==> config.mk <==
export PLATFORM = sky130hd
export DESIGN_NAME = box_row_blur_fade_unit
export DESIGN_NICKNAME = d
export VERILOG_FILES = /design/src/brbf_pkg.sv /design/src/brbf_div.sv /design/src/brbf_ctrl.sv /design/src/brbf_dp.sv /design/src/box_row_blur_fade_unit.sv
export SDC_FILE = /design/constraint.sdc
export NUM_CORES = 1
export LEC_CHECK = 0
export ABC_AREA = 1
export BUFFER_PORTS_ARGS = -buffer_cell sky130_fd_sc_hd__buf_2
export CAP_MARGIN = 30
export CORE_MARGIN = 2
export CORE_UTILIZATION = 58
export CTS_CLUSTER_DIAMETER = 30
export DETAILED_ROUTE_END_ITERATION = 8
export PLACE_DENSITY = 0.78
export SLEW_MARGIN = 10
export SYNTH_ARGS = -nofsm -noshare
export SYNTH_HDL_FRONTEND = slang
export SYNTH_SLANG_ARGS = --single-unit
export TNS_END_PERCENT = 30
==> constraint.sdc <==
create_clock -name i_clk -period 6.7 [get_ports i_clk]
set_clock_uncertainty 0.1 [all_clocks]
set_input_delay 1.005 -clock i_clk [delete_from_list [all_inputs] [get_ports i_clk]]
set_output_delay 1.005 -clock i_clk [all_outputs]
set_load 0.05 [all_outputs]
==> src/brbf_pkg.sv <==
// ============================================================================
// brbf_pkg
// shared types, constants and helpers of the row box blur with fade
// ============================================================================
package brbf_pkg;

    localparam int PIX_W     = 8;
    localparam int COORD_W   = 12;
    localparam int CFG_W     = 13;
    localparam int CFG_IDX_W = 2;
    localparam int NUM_W     = 20;
    localparam int MAX_DIM   = 4096;

    localparam logic [PIX_W-1:0] ALPHA_OPAQUE = 8'hFF;
    localparam logic [PIX_W-1:0] ALPHA_CLEAR  = 8'h00;

    // configuration register indexes
    localparam logic [CFG_IDX_W-1:0] CFG_ROW_LENGTH = 2'd0;
    localparam logic [CFG_IDX_W-1:0] CFG_ROW_COUNT  = 2'd1;
    localparam logic [CFG_IDX_W-1:0] CFG_FADE_START = 2'd2;

    localparam logic [CFG_W-1:0] RST_ROW_LENGTH = 13'd128;
    localparam logic [CFG_W-1:0] RST_ROW_COUNT  = 13'd96;
    localparam logic [CFG_W-1:0] RST_FADE_START = 13'd96;

    typedef struct packed {
        logic [PIX_W-1:0] red_in;
        logic [PIX_W-1:0] green_in;
        logic [PIX_W-1:0] blue_in;
    } t_pix_in;

    typedef struct packed {
        logic [PIX_W-1:0]   red_out;
        logic [PIX_W-1:0]   green_out;
        logic [PIX_W-1:0]   blue_out;
        logic [PIX_W-1:0]   alpha_out;
        logic [COORD_W-1:0] out_column;
        logic [COORD_W-1:0] out_row;
        logic               last_of_run;
    } t_pix_out;

    typedef enum logic [2:0] {
        ST_IDLE,
        ST_DIV,
        ST_PAD,
        ST_SUM,
        ST_OUT
    } t_state;

    typedef struct packed {
        logic accept;
        logic shift_dup;
        logic pad_dec;
        logic alpha_take;
        logic sum_load;
        logic out_load;
    } t_ctrl_cmd;

    typedef struct packed {
        logic need_div;
        logic emit_now;
        logic div_busy;
        logic pad_zero;
        logic emits_zero;
        logic emit_last;
        logic out_free;
    } t_dp_stat;

    // zero acts as one, oversized values clamp to the largest dimension
    function automatic logic [CFG_W-1:0] dim_eff(input logic [CFG_W-1:0] v);
        logic [CFG_W-1:0] r;
        if (v == '0) begin
            r = CFG_W'(1);
        end else if (v > CFG_W'(MAX_DIM)) begin
            r = CFG_W'(MAX_DIM);
        end else begin
            r = v;
        end
        return r;
    endfunction

endpackage

==> src/brbf_div.sv <==
// ============================================================================
// brbf_div
// restoring divider for the row alpha, one quotient bit per cycle
// ============================================================================
module brbf_div (
    input  logic                                i_clk,
    input  logic                                i_rst_n,
    input  logic                                i_start,
    input  logic [brbf_pkg::NUM_W-1:0]          i_num,
    input  logic [brbf_pkg::COORD_W-1:0]        i_den,
    output logic                                o_busy,
    output logic [brbf_pkg::PIX_W-1:0]          o_quot
);

    logic                              r_busy;
    logic [2:0]                        r_step;
    logic [brbf_pkg::COORD_W-1:0]      r_rem;
    logic [brbf_pkg::COORD_W-1:0]      r_den;
    logic [brbf_pkg::PIX_W-1:0]        r_lo;
    logic [brbf_pkg::COORD_W:0]        trial;
    logic                              ge;

    // quotient fits in eight bits, so the upper dividend bits seed the remainder
    assign trial = {r_rem, r_lo[brbf_pkg::PIX_W-1]};
    assign ge    = trial >= {1'b0, r_den};

    always_ff @(posedge i_clk) begin
        if (!i_rst_n) begin
            r_busy <= 1'b0;
            r_step <= '0;
        end else if (i_start) begin
            r_busy <= 1'b1;
            r_step <= '0;
        end else if (r_busy) begin
            r_step <= r_step + 3'd1;
            if (r_step == 3'd7) begin
                r_busy <= 1'b0;
            end
        end
    end

    always_ff @(posedge i_clk) begin
        if (i_start) begin
            r_rem <= i_num[brbf_pkg::NUM_W-1 -: brbf_pkg::COORD_W];
            r_lo  <= i_num[brbf_pkg::PIX_W-1:0];
            r_den <= i_den;
        end else if (r_busy) begin
            r_rem <= ge ? brbf_pkg::COORD_W'(trial - {1'b0, r_den})
                        : trial[brbf_pkg::COORD_W-1:0];
            r_lo  <= {r_lo[brbf_pkg::PIX_W-2:0], ge};
        end
    end

    assign o_busy = r_busy;
    assign o_quot = r_lo;

endmodule

==> src/brbf_ctrl.sv <==
// ============================================================================
// brbf_ctrl
// sequencer: accept, alpha divide, edge padding, sum and result issue
// ============================================================================
module brbf_ctrl (
    input  logic                 i_clk,
    input  logic                 i_rst_n,
    input  logic                 i_in_valid,
    input  brbf_pkg::t_dp_stat   i_stat,
    output brbf_pkg::t_ctrl_cmd  o_cmd,
    output logic                 o_ready
);

    brbf_pkg::t_state r_state;
    brbf_pkg::t_state n_state;

    always_ff @(posedge i_clk) begin
        if (!i_rst_n) begin
            r_state <= brbf_pkg::ST_IDLE;
        end else begin
            r_state <= n_state;
        end
    end

    always_comb begin
        n_state = r_state;
        case (r_state)
            brbf_pkg::ST_IDLE: begin
                if (i_in_valid) begin
                    if (i_stat.need_div) begin
                        n_state = brbf_pkg::ST_DIV;
                    end else if (i_stat.emit_now) begin
                        n_state = brbf_pkg::ST_PAD;
                    end
                end
            end
            brbf_pkg::ST_DIV: begin
                if (!i_stat.div_busy) begin
                    n_state = i_stat.emits_zero ? brbf_pkg::ST_IDLE : brbf_pkg::ST_PAD;
                end
            end
            brbf_pkg::ST_PAD: begin
                if (i_stat.pad_zero) begin
                    n_state = brbf_pkg::ST_SUM;
                end
            end
            brbf_pkg::ST_SUM: begin
                n_state = brbf_pkg::ST_OUT;
            end
            brbf_pkg::ST_OUT: begin
                if (i_stat.out_free) begin
                    n_state = i_stat.emit_last ? brbf_pkg::ST_IDLE : brbf_pkg::ST_SUM;
                end
            end
            default: begin
                n_state = brbf_pkg::ST_IDLE;
            end
        endcase
    end

    always_comb begin
        o_cmd   = '0;
        o_ready = 1'b0;
        case (r_state)
            brbf_pkg::ST_IDLE: begin
                o_ready      = 1'b1;
                o_cmd.accept = i_in_valid;
            end
            brbf_pkg::ST_DIV: begin
                o_cmd.alpha_take = !i_stat.div_busy;
            end
            brbf_pkg::ST_PAD: begin
                o_cmd.shift_dup = !i_stat.pad_zero;
                o_cmd.pad_dec   = !i_stat.pad_zero;
            end
            brbf_pkg::ST_SUM: begin
                o_cmd.sum_load = 1'b1;
            end
            brbf_pkg::ST_OUT: begin
                o_cmd.out_load  = i_stat.out_free;
                // next window position while this result goes out
                o_cmd.shift_dup = i_stat.out_free && !i_stat.emit_last;
            end
            default: begin
                o_cmd = '0;
            end
        endcase
    end

endmodule

==> src/brbf_dp.sv <==
// ============================================================================
// brbf_dp
// datapath: config registers, pixel window, counters, sums and output register
// ============================================================================
module brbf_dp #(
    parameter int BLUR_RADIUS = 4
) (
    input  logic                                i_clk,
    input  logic                                i_rst_n,
    input  brbf_pkg::t_pix_in                   i_pix,
    input  logic                                i_cfg_we,
    input  logic [brbf_pkg::CFG_IDX_W-1:0]      i_cfg_index,
    input  logic [brbf_pkg::CFG_W-1:0]          i_cfg_data,
    input  logic                                i_out_stall,
    input  brbf_pkg::t_ctrl_cmd                 i_cmd,
    output brbf_pkg::t_dp_stat                  o_stat,
    output logic                                o_out_valid,
    output brbf_pkg::t_pix_out                  o_out_data
);

    localparam int TAPS   = 2 * BLUR_RADIUS + 1;
    localparam int SUM_W  = brbf_pkg::PIX_W + $clog2(TAPS);
    localparam int CNT_W  = $clog2(BLUR_RADIUS + 2);
    localparam int DIV_SH = SUM_W + $clog2(TAPS);
    localparam int M_W    = DIV_SH - $clog2(TAPS) + 2;
    localparam int P_W    = SUM_W + M_W;
    localparam logic [M_W-1:0] DIV_M = M_W'(((1 << DIV_SH) + TAPS - 1) / TAPS);
    localparam logic [brbf_pkg::COORD_W-1:0] RAD = brbf_pkg::COORD_W'(BLUR_RADIUS);

    // config
    logic [brbf_pkg::CFG_W-1:0] r_row_length;
    logic [brbf_pkg::CFG_W-1:0] r_row_count;
    logic [brbf_pkg::CFG_W-1:0] r_fade_start;

    always_ff @(posedge i_clk) begin
        if (!i_rst_n) begin
            r_row_length <= brbf_pkg::RST_ROW_LENGTH;
            r_row_count  <= brbf_pkg::RST_ROW_COUNT;
            r_fade_start <= brbf_pkg::RST_FADE_START;
        end else if (i_cfg_we) begin
            case (i_cfg_index)
                brbf_pkg::CFG_ROW_LENGTH: r_row_length <= i_cfg_data;
                brbf_pkg::CFG_ROW_COUNT:  r_row_count  <= i_cfg_data;
                brbf_pkg::CFG_FADE_START: r_fade_start <= i_cfg_data;
                default: begin
                end
            endcase
        end
    end

    // position and row decode
    logic [brbf_pkg::COORD_W-1:0] r_col;
    logic [brbf_pkg::COORD_W-1:0] r_row;
    logic [brbf_pkg::CFG_W-1:0]   len_eff;
    logic [brbf_pkg::CFG_W-1:0]   cnt_eff;
    logic [brbf_pkg::COORD_W-1:0] h1;
    logic [brbf_pkg::COORD_W-1:0] rows_left;
    logic [brbf_pkg::COORD_W-1:0] fade_den;
    logic [brbf_pkg::NUM_W-1:0]   fade_num;
    logic                         col0;
    logic                         is_last;
    logic                         past_rad;
    logic                         fade_off;
    logic                         fade_zero;

    assign len_eff   = brbf_pkg::dim_eff(r_row_length);
    assign cnt_eff   = brbf_pkg::dim_eff(r_row_count);
    assign h1        = brbf_pkg::COORD_W'(cnt_eff - 13'd1);
    assign col0      = r_col == '0;
    assign is_last   = ({1'b0, r_col} + 13'd1) >= len_eff;
    assign past_rad  = r_col >= RAD;
    assign fade_off  = ({1'b0, r_row} < r_fade_start) || ({1'b0, h1} <= r_fade_start);
    assign fade_zero = r_row >= h1;
    assign rows_left = h1 - r_row;
    assign fade_den  = h1 - r_fade_start[brbf_pkg::COORD_W-1:0];
    // rows_left * 255
    assign fade_num  = ({rows_left, 8'd0}) - {8'd0, rows_left};

    logic                       div_busy;
    logic [brbf_pkg::PIX_W-1:0] div_quot;
    logic                       div_start;

    assign div_start = i_cmd.accept && col0 && !fade_off && !fade_zero;

    brbf_div u_div (
        .i_clk   (i_clk),
        .i_rst_n (i_rst_n),
        .i_start (div_start),
        .i_num   (fade_num),
        .i_den   (fade_den),
        .o_busy  (div_busy),
        .o_quot  (div_quot)
    );

    // counters and run bookkeeping
    logic [brbf_pkg::COORD_W-1:0] r_emit_col;
    logic [brbf_pkg::COORD_W-1:0] r_emit_row;
    logic [CNT_W-1:0]             r_pad;
    logic [CNT_W-1:0]             r_emits;
    logic [brbf_pkg::PIX_W-1:0]   r_alpha;

    always_ff @(posedge i_clk) begin
        if (!i_rst_n) begin
            r_col   <= '0;
            r_row   <= '0;
            r_pad   <= '0;
            r_emits <= '0;
            r_alpha <= brbf_pkg::ALPHA_OPAQUE;
        end else begin
            if (i_cmd.accept) begin
                if (is_last) begin
                    r_col <= '0;
                    if (({1'b0, r_row} + 13'd1) >= cnt_eff) begin
                        r_row <= '0;
                    end else begin
                        r_row <= r_row + 12'd1;
                    end
                    r_pad   <= past_rad ? '0 : CNT_W'(RAD - r_col);
                    r_emits <= past_rad ? CNT_W'(BLUR_RADIUS + 1) : CNT_W'(r_col + 12'd1);
                end else begin
                    r_col   <= r_col + 12'd1;
                    r_pad   <= '0;
                    r_emits <= past_rad ? CNT_W'(1) : '0;
                end
                if (col0 && fade_off) begin
                    r_alpha <= brbf_pkg::ALPHA_OPAQUE;
                end else if (col0 && fade_zero) begin
                    r_alpha <= brbf_pkg::ALPHA_CLEAR;
                end
            end else begin
                if (i_cmd.pad_dec) begin
                    r_pad <= r_pad - CNT_W'(1);
                end
                if (i_cmd.out_load) begin
                    r_emits <= r_emits - CNT_W'(1);
                end
                if (i_cmd.alpha_take) begin
                    r_alpha <= div_quot;
                end
            end
        end
    end

    always_ff @(posedge i_clk) begin
        if (i_cmd.accept) begin
            r_emit_col <= past_rad ? r_col - RAD : '0;
            r_emit_row <= r_row;
        end else if (i_cmd.out_load) begin
            r_emit_col <= r_emit_col + 12'd1;
        end
    end

    // pixel window: newest at tap 0, row start fills every tap with the edge pixel
    brbf_pkg::t_pix_in r_win [TAPS];

    always_ff @(posedge i_clk) begin
        for (int i = 0; i < TAPS; i++) begin
            if (i_cmd.accept && col0) begin
                r_win[i] <= i_pix;
            end else if (i_cmd.accept || i_cmd.shift_dup) begin
                if (i == 0) begin
                    r_win[i] <= i_cmd.accept ? i_pix : r_win[0];
                end else begin
                    r_win[i] <= r_win[i-1];
                end
            end
        end
    end

    // window sums
    logic [SUM_W-1:0] sum_r;
    logic [SUM_W-1:0] sum_g;
    logic [SUM_W-1:0] sum_b;
    logic [SUM_W-1:0] r_sum_r;
    logic [SUM_W-1:0] r_sum_g;
    logic [SUM_W-1:0] r_sum_b;

    always_comb begin
        sum_r = '0;
        sum_g = '0;
        sum_b = '0;
        for (int i = 0; i < TAPS; i++) begin
            sum_r = sum_r + SUM_W'(r_win[i].red_in);
            sum_g = sum_g + SUM_W'(r_win[i].green_in);
            sum_b = sum_b + SUM_W'(r_win[i].blue_in);
        end
    end

    always_ff @(posedge i_clk) begin
        if (i_cmd.sum_load) begin
            r_sum_r <= sum_r;
            r_sum_g <= sum_g;
            r_sum_b <= sum_b;
        end
    end

    // divide by tap count: exact reciprocal multiply
    logic [P_W-1:0] prod_r;
    logic [P_W-1:0] prod_g;
    logic [P_W-1:0] prod_b;

    assign prod_r = P_W'(r_sum_r) * P_W'(DIV_M);
    assign prod_g = P_W'(r_sum_g) * P_W'(DIV_M);
    assign prod_b = P_W'(r_sum_b) * P_W'(DIV_M);

    // output register
    logic                r_out_valid;
    brbf_pkg::t_pix_out  r_out;
    logic                out_free;

    assign out_free = !r_out_valid || !i_out_stall;

    always_ff @(posedge i_clk) begin
        if (!i_rst_n) begin
            r_out_valid <= 1'b0;
        end else if (i_cmd.out_load) begin
            r_out_valid <= 1'b1;
        end else if (!i_out_stall) begin
            r_out_valid <= 1'b0;
        end
    end

    always_ff @(posedge i_clk) begin
        if (i_cmd.out_load) begin
            r_out.red_out     <= prod_r[DIV_SH +: brbf_pkg::PIX_W];
            r_out.green_out   <= prod_g[DIV_SH +: brbf_pkg::PIX_W];
            r_out.blue_out    <= prod_b[DIV_SH +: brbf_pkg::PIX_W];
            r_out.alpha_out   <= r_alpha;
            r_out.out_column  <= r_emit_col;
            r_out.out_row     <= r_emit_row;
            r_out.last_of_run <= r_emits == CNT_W'(1);
        end
    end

    assign o_out_valid = r_out_valid;
    assign o_out_data  = r_out;

    always_comb begin
        o_stat            = '0;
        o_stat.need_div   = col0 && !fade_off && !fade_zero;
        o_stat.emit_now   = is_last || past_rad;
        o_stat.div_busy   = div_busy;
        o_stat.pad_zero   = r_pad == '0;
        o_stat.emits_zero = r_emits == '0;
        o_stat.emit_last  = r_emits == CNT_W'(1);
        o_stat.out_free   = out_free;
    end

endmodule

==> src/box_row_blur_fade_unit.sv <==
// ============================================================================
// box_row_blur_fade_unit
// horizontal box blur pass with per-row fade alpha, transposed addressing
// ============================================================================
// one horizontal pass of a separable box blur of radius BLUR_RADIUS over an
// rgb raster that arrives row by row. each result is the truncated average of
// the 2R+1 pixels around its column, edge pixels repeated past either end of
// the row, and carries its column and row so the writer can store it at
// col*row_count+row. results lag the input by R pixels and the last pixel of a
// row flushes the rest of that row. every result of a row carries one alpha,
// opaque before fade_start and ramping down to zero at the last row.
// sequencing: a pixel that produces no result leaves the sequencer idle, so
// the next one is taken on the following clock. a pixel that produces one
// result holds the input side through accept, window check, sum and result
// load, and the pixel ending a row holds it for a sum and a result load for
// each of its n results (n = R+1 on rows of at least R+1 pixels) plus a
// padding step per padded tap on rows shorter than R+1. the first pixel of a
// row in the fading band also waits for the bit-serial alpha divider. a held
// result on the output side only stalls the block when the next result is due
// ============================================================================
module box_row_blur_fade_unit #(
    parameter int BLUR_RADIUS = 4
) (
    input  logic                               i_clk,
    input  logic                               i_rst_n,

    // pixel input
    input  logic                               i_in_valid,
    output logic                               o_in_stall,
    input  brbf_pkg::t_pix_in                  i_in_data,

    // result output
    output logic                               o_out_valid,
    input  logic                               i_out_stall,
    output brbf_pkg::t_pix_out                 o_out_data,

    // configuration writes
    input  logic                               i_cfg_valid,
    output logic                               o_cfg_ready,
    input  logic [brbf_pkg::CFG_IDX_W-1:0]     i_cfg_index,
    input  logic [brbf_pkg::CFG_W-1:0]         i_cfg_data
);

    brbf_pkg::t_ctrl_cmd cmd;
    brbf_pkg::t_dp_stat  stat;
    logic                ready;

    // config must only be written while idle (the block does not enforce it), so every transfer is taken at once
    assign o_cfg_ready = 1'b1;

    // input side takes a transfer only when the sequencer is back at idle
    assign o_in_stall = !ready;

    brbf_ctrl u_ctrl (
        .i_clk      (i_clk),
        .i_rst_n    (i_rst_n),
        .i_in_valid (i_in_valid),
        .i_stat     (stat),
        .o_cmd      (cmd),
        .o_ready    (ready)
    );

    // window, counters, alpha divider and the output register
    brbf_dp #(
        .BLUR_RADIUS (BLUR_RADIUS)
    ) u_dp (
        .i_clk       (i_clk),
        .i_rst_n     (i_rst_n),
        .i_pix       (i_in_data),
        .i_cfg_we    (i_cfg_valid),
        .i_cfg_index (i_cfg_index),
        .i_cfg_data  (i_cfg_data),
        .i_out_stall (i_out_stall),
        .i_cmd       (cmd),
        .o_stat      (stat),
        .o_out_valid (o_out_valid),
        .o_out_data  (o_out_data)
    );

endmodule

# Yosys cells after proc, flatten, opt, wreduce, memory -nomap -nowiden
# Memories as Yosys holds them, arrays and structs flattened.
# Cells that the tools add are included.
# classes
n_mux,63
bitwise,10
addsub,39
n_div,0
n_reduce_logical,38
magnitude_cmp,9
multipliers,3
eq_ne,15
shifts,0
# ops
cell,n
adder 12 x 8 -> 12 bit,21
2-to-1 mux 24 bit,10
2-to-1 mux 12 bit,8
"multiplier 12 x 12 -> 23 bit, second input constant",3
2-to-1 mux 13 bit,4
2-to-1 mux 8 bit,6
2-to-1 mux 3 bit,14
"adder 12 x 1 -> 12 bit, second input constant",3
subtractor 12 bit,3
adder 8 x 8 -> 9 bit,3
"adder 12 x 1 -> 13 bit, second input constant",2
greater-or-equal comparator 13 bit,2
"> comparator 13 bit, second input constant",2
zero test 13 bit,2
subtractor 20 x 12 -> 20 bit,1
2-to-1 mux 1 bit,17
case mux 3 bit (5 select lines),1
greater-or-equal comparator 13 x 12 -> 1 bit,1
<= comparator 12 x 13 -> 1 bit,1
less-than comparator 12 x 13 -> 1 bit,1
greater-or-equal comparator 12 bit,1
"greater-or-equal comparator 12 x 3 -> 1 bit, second input constant",1
zero test 12 bit,1
"subtractor 12 x 1 -> 12 bit, second input constant",1
25 further kinds,68
# word_totals
input_bits,44
latch_bits,0
rom_bits,0
output_inout_bits,60
elab_cells,205
ramBits,216
memories,1
regBits,234
# memory_table
name,words,width,read_ports,rd_clocked_by_memory_dff,wr,line,text
u_dp.r_win,9,24,9,0,9,brbf_dp.sv:154,brbf_pkg::t_pix_in r_win [TAPS];

# Logic depth before layout (Yosys ltp)
# logic_depth
ltp_word,12
mapped_depth,31
mapped_depth_nobuf,30

# By module
# Synthesis repeated with hierarchy kept, for this count alone.
# hier_totals
hier_cells,3407
hier_area_um2,33098.0
# modules_own_cells
mod,seq_area_each_um2,instances,cells_per_inst,area_per_inst_um2
brbf_dp,11561.1,1,3058,30381.6
brbf_div,1041.0,1,297,2431.1
brbf_ctrl,60.1,1,49,270.3
box_row_blur_fade_unit,0.0,1,3,15.0

# Least setup slack after synthesis
# No wires, ideal clock.
# synth_path
kind,input port to flip-flop
startpoint,in i_out_stall
endpoint,mem u_dp.r_win[1][0] (netlist name) (enable)
required_time_ns,6.130
setup_slack_ns,-0.598
arrival_ns,6.729
stages,6
n_path_buf,1
cell_sequence,nand2_1 > inv_1 > nor2_1 > inv_1 > o21ai_4 > buf_2
# synth_rtl
element,line,text
from (decl),box_row_blur_fade_unit.sv:34,"input logic i_out_stall,"
to (decl),brbf_dp.sv:154,

==> flow_summary_export.csv <==
group,metric,value,unit
sta,clock.fmax,177,MHz
cts,cts-htree-levels,3,
global_route,grt_max_degree,181,
placed_design,dp_hpwl,51800,um
cts,numCtsBuffers,97,
sta,rsz0062_at_grt,"false",
cts,cts_tree,"done",
drt,drc_errors,0,
min_path,hp-class,"reg -> reg",
synthesis,syn-instance-count,3465,
status,status,"complete, no violations",
floorplanning,start_util,58.6,%
synthesis,yosys_warnings,0,
synthesis,ys_seq_area_share,38.4,%
critical_path,cp_max_fo,4,
global_route,grt_pass1_vias,24300,
critical_path,worstPathRequired,6.99,ns
cells_and_area,ff_latch_area,12700,um^2
synthesis,ys_ff_latch,450,
critical_path,max_stage_delay,0.54,ns
floorplanning,core,56300,um^2
global_route,grt_pass1_wl,119000,um
synthesis,synth_edf_count,365,
drt,route.vias.total,24000,
sta,final-hold-violation-count,0,
critical_path,endpoint_kind,"flop",
synthesis,netlist_area,33000,um^2
floorplanning,die_x,243,um
cells_and_area,multiInputGateArea,17500,um^2
floorplanning,rows,87,
cells_and_area,fillers,4172,
drt,drtIter0Drc,1889,
placed_design,place.gp.congestion,0.906,
cts,root_buffer,"clkbuf_16",
drt,vias_per_cell,5.37,
sta,min_period,5.65,ns
drt,wl,71600,um
cells_and_area,final_layout_size_suffix_gt1_share,8.59,%
global_route,grt_antenna_before_repair,2,
critical_path,crit_buf_inv,1,
floorplanning,io_pins,104,
floorplanning,die_height,243,um
synthesis,synth_cell_types,51,
critical_path,cp_cell_sequence,"ha_1 > fa_1 > nand3_1 > nand2_1 > a21oi_1 > o21ai_0 > xnor2_1 > fa_1 > inv_1 > fa_1 > fa_1 > fa_1 > ha_1 > a21oi_1 > o21ai_0 > a21oi_1 > nor2_1 > nor2_1 > nor2_1 > nor2_1 > o21a_1 > nor2_1",
sta,holdWs,0.312,ns
synthesis,async_reset_ff_share,0,%
critical_path,worstPathArrival,5.94,ns
critical_path,slowest_stage,"fa_1",
drt,wl_per_cell,16.0,um
synthesis,synth_flop_cell,"edfxtp_1",
floorplanning,die-area,58800,um^2
sta,slew_violations,0,
cells_and_area,syn_to_final_growth,14.7,%
sta,setup_viol,0,
global_route,overflow,0,
critical_path,critPathTopFamily,"adder cells",
flow_run,maxCapViolations,0,
drt,antenna_left,0,
synthesis,syn_avg_cell_area,9.52,um^2
cells_and_area,layout.nets,4252,
cts,holdBufCountCts,0,
cts,clock_latency,0.66,ns
cts,cts_resized,0,
placed_design,port_buffers,102,
global_route,track_usage,24.7,%
cts,clk_path_buf_depth,3,
sta,timing.final.crit_share,84.3,%
sta,finalSetupTns,0,ns
synthesis,synthesis.nets,4097,
sta,worst_pin_slew,0.901,ns
sta,slew_headroom,39.9,%
critical_path,critPathKind,"reg -> reg",
critical_path,start_kind,"flop",
cts,cts.reportedPaths.clkPinSlew,0.05,ns
cts,post-cts-setup-buffers,0,
cts,cts_num_sinks,450,
drt,drt_first_pass_iters,6,
cells in the mapped netlist (15+ instances only):
| master | number | area, um^2 |
|---|---|---|
| inv_1 | 679 | 2550 |
| nand2_1 | 597 | 2240 |
| edfxtp_1 | 365 | 11000 |
| ha_1 | 351 | 4390 |
| fa_1 | 237 | 4740 |
| nand3_1 | 232 | 1160 |
| a21oi_1 | 175 | 876 |
| nor2_1 | 171 | 642 |
| o21ai_0 | 144 | 721 |
| xor2_1 | 90 | 788 |
| dfxtp_1 | 85 | 1700 |
| o21ai_1 | 49 | 245 |
| xnor2_1 | 42 | 368 |
| clkbuf_1 | 36 | 135 |
| nor3_1 | 30 | 150 |
| nand4_1 | 26 | 163 |
| o211ai_1 | 19 | 143 |
| buf_2 | 15 | 75.1 |
final timing paths:
check                           startpoint                            end  slack [ns]  cells after the start
max             u_dp.r_win[1][8]$_DFFE_PP_     u_dp.r_sum_g[11]$_DFFE_PP_        1.05                     22
min          u_dp.r_emit_row[10]$_DFFE_PP_  u_dp.o_out_data[11]$_DFFE_PP_        0.31                      0
max reg2reg     u_dp.r_win[1][8]$_DFFE_PP_     u_dp.r_sum_g[11]$_DFFE_PP_        1.05                     22
min reg2reg  u_dp.r_emit_row[10]$_DFFE_PP_  u_dp.o_out_data[11]$_DFFE_PP_        0.31                      0
state kept, by name (all words and copies together), names as in the netlist, 13 cells and up:
register / cells
u_dp.o_out_data: 57
u_dp.r_win: 216
u_dp.r_row_count: 13
u_dp.r_row_length: 13
u_dp.r_fade_start: 13
through the flow:
stage	instance area (um^2)	cells	worst slack (ns)	utilization, %
2_1_floorplan	33000	3465	0.469	-
3_3_place_gp	34300	4273	1.25	60.9
3_5_place_dp	34300	4275	1.21	61.0
4_1_cts	37800	4458	1.07	67.2
5_1_grt	37900	4460	0.713	67.3
6_report	37900	4461	1.05	67.3
cells in the final DEF, fill, tap and decap left out, types with 26 or more instances in the layout:
master	count
edfxtp_1	365
nand4_1	26
xnor2_1	42
nor3_1	29
fa_1	237
a21oi_1	175
o21ai_1	49
clkbuf_16	100
inv_1	679
nand2_1	597
dfxtp_1	85
nor2_1	169
ha_1	351
nand3_1	232
xor2_1	90
o21ai_0	144
buf_2	103
logic make-up (layout without fill, tap and decap cells):
| kind of cell | count (synthesis) | after routing | synth area share, % |
|---|---|---|---|
| simple gates | 1100 | 1100 | 14.3 |
| buf+inv | 745 | 984 | 8.68 |
| fa+ha+maj | 588 | 588 | 27.7 |
| flops | 450 | 450 | 38.4 |
| compound gates | 449 | 449 | 7.43 |
| xor+xnor | 132 | 132 | 3.50 |
| other cells | 1 | 2 | 0.0114 |
layer usage:
layer	up-vias	routed length (um)	global-route usage (%)
li1	11700	-	-
met1	11500	32300	34.3
met2	678	33100	39.7
met3	142	4460	4.12
met4	4	1740	8.37
met5	-	23	0
worst register-to-register path: stages (launching register included):
cell,delay (ns)
edfxtp_1,0.40
ha_1,0.25
fa_1,0.46
nand3_1,0.09
nand2_1,0.09
a21oi_1,0.18
o21ai_0,0.15
xnor2_1,0.18
fa_1,0.54
inv_1,0.06
fa_1,0.50
fa_1,0.52
fa_1,0.49
ha_1,0.37
a21oi_1,0.17
o21ai_0,0.11
a21oi_1,0.20
nor2_1,0.07
nor2_1,0.09
nor2_1,0.04
nor2_1,0.14
o21a_1,0.13
nor2_1,0.04
layout make-up:
class	instances	share of cell area, %
repair buffers	117	1.81
clock inverters	73	2.50
flip-flops and latches	450	33.5
multi-input cells	2270	46.2
inverters	684	6.78
clock buffers	110	6.74
well taps	756	2.50
diodes	1	0.00661
Power is left out: the tool's default activity adds up to more than one toggle a clock period on the data nets, which glitch-free logic cannot reach.
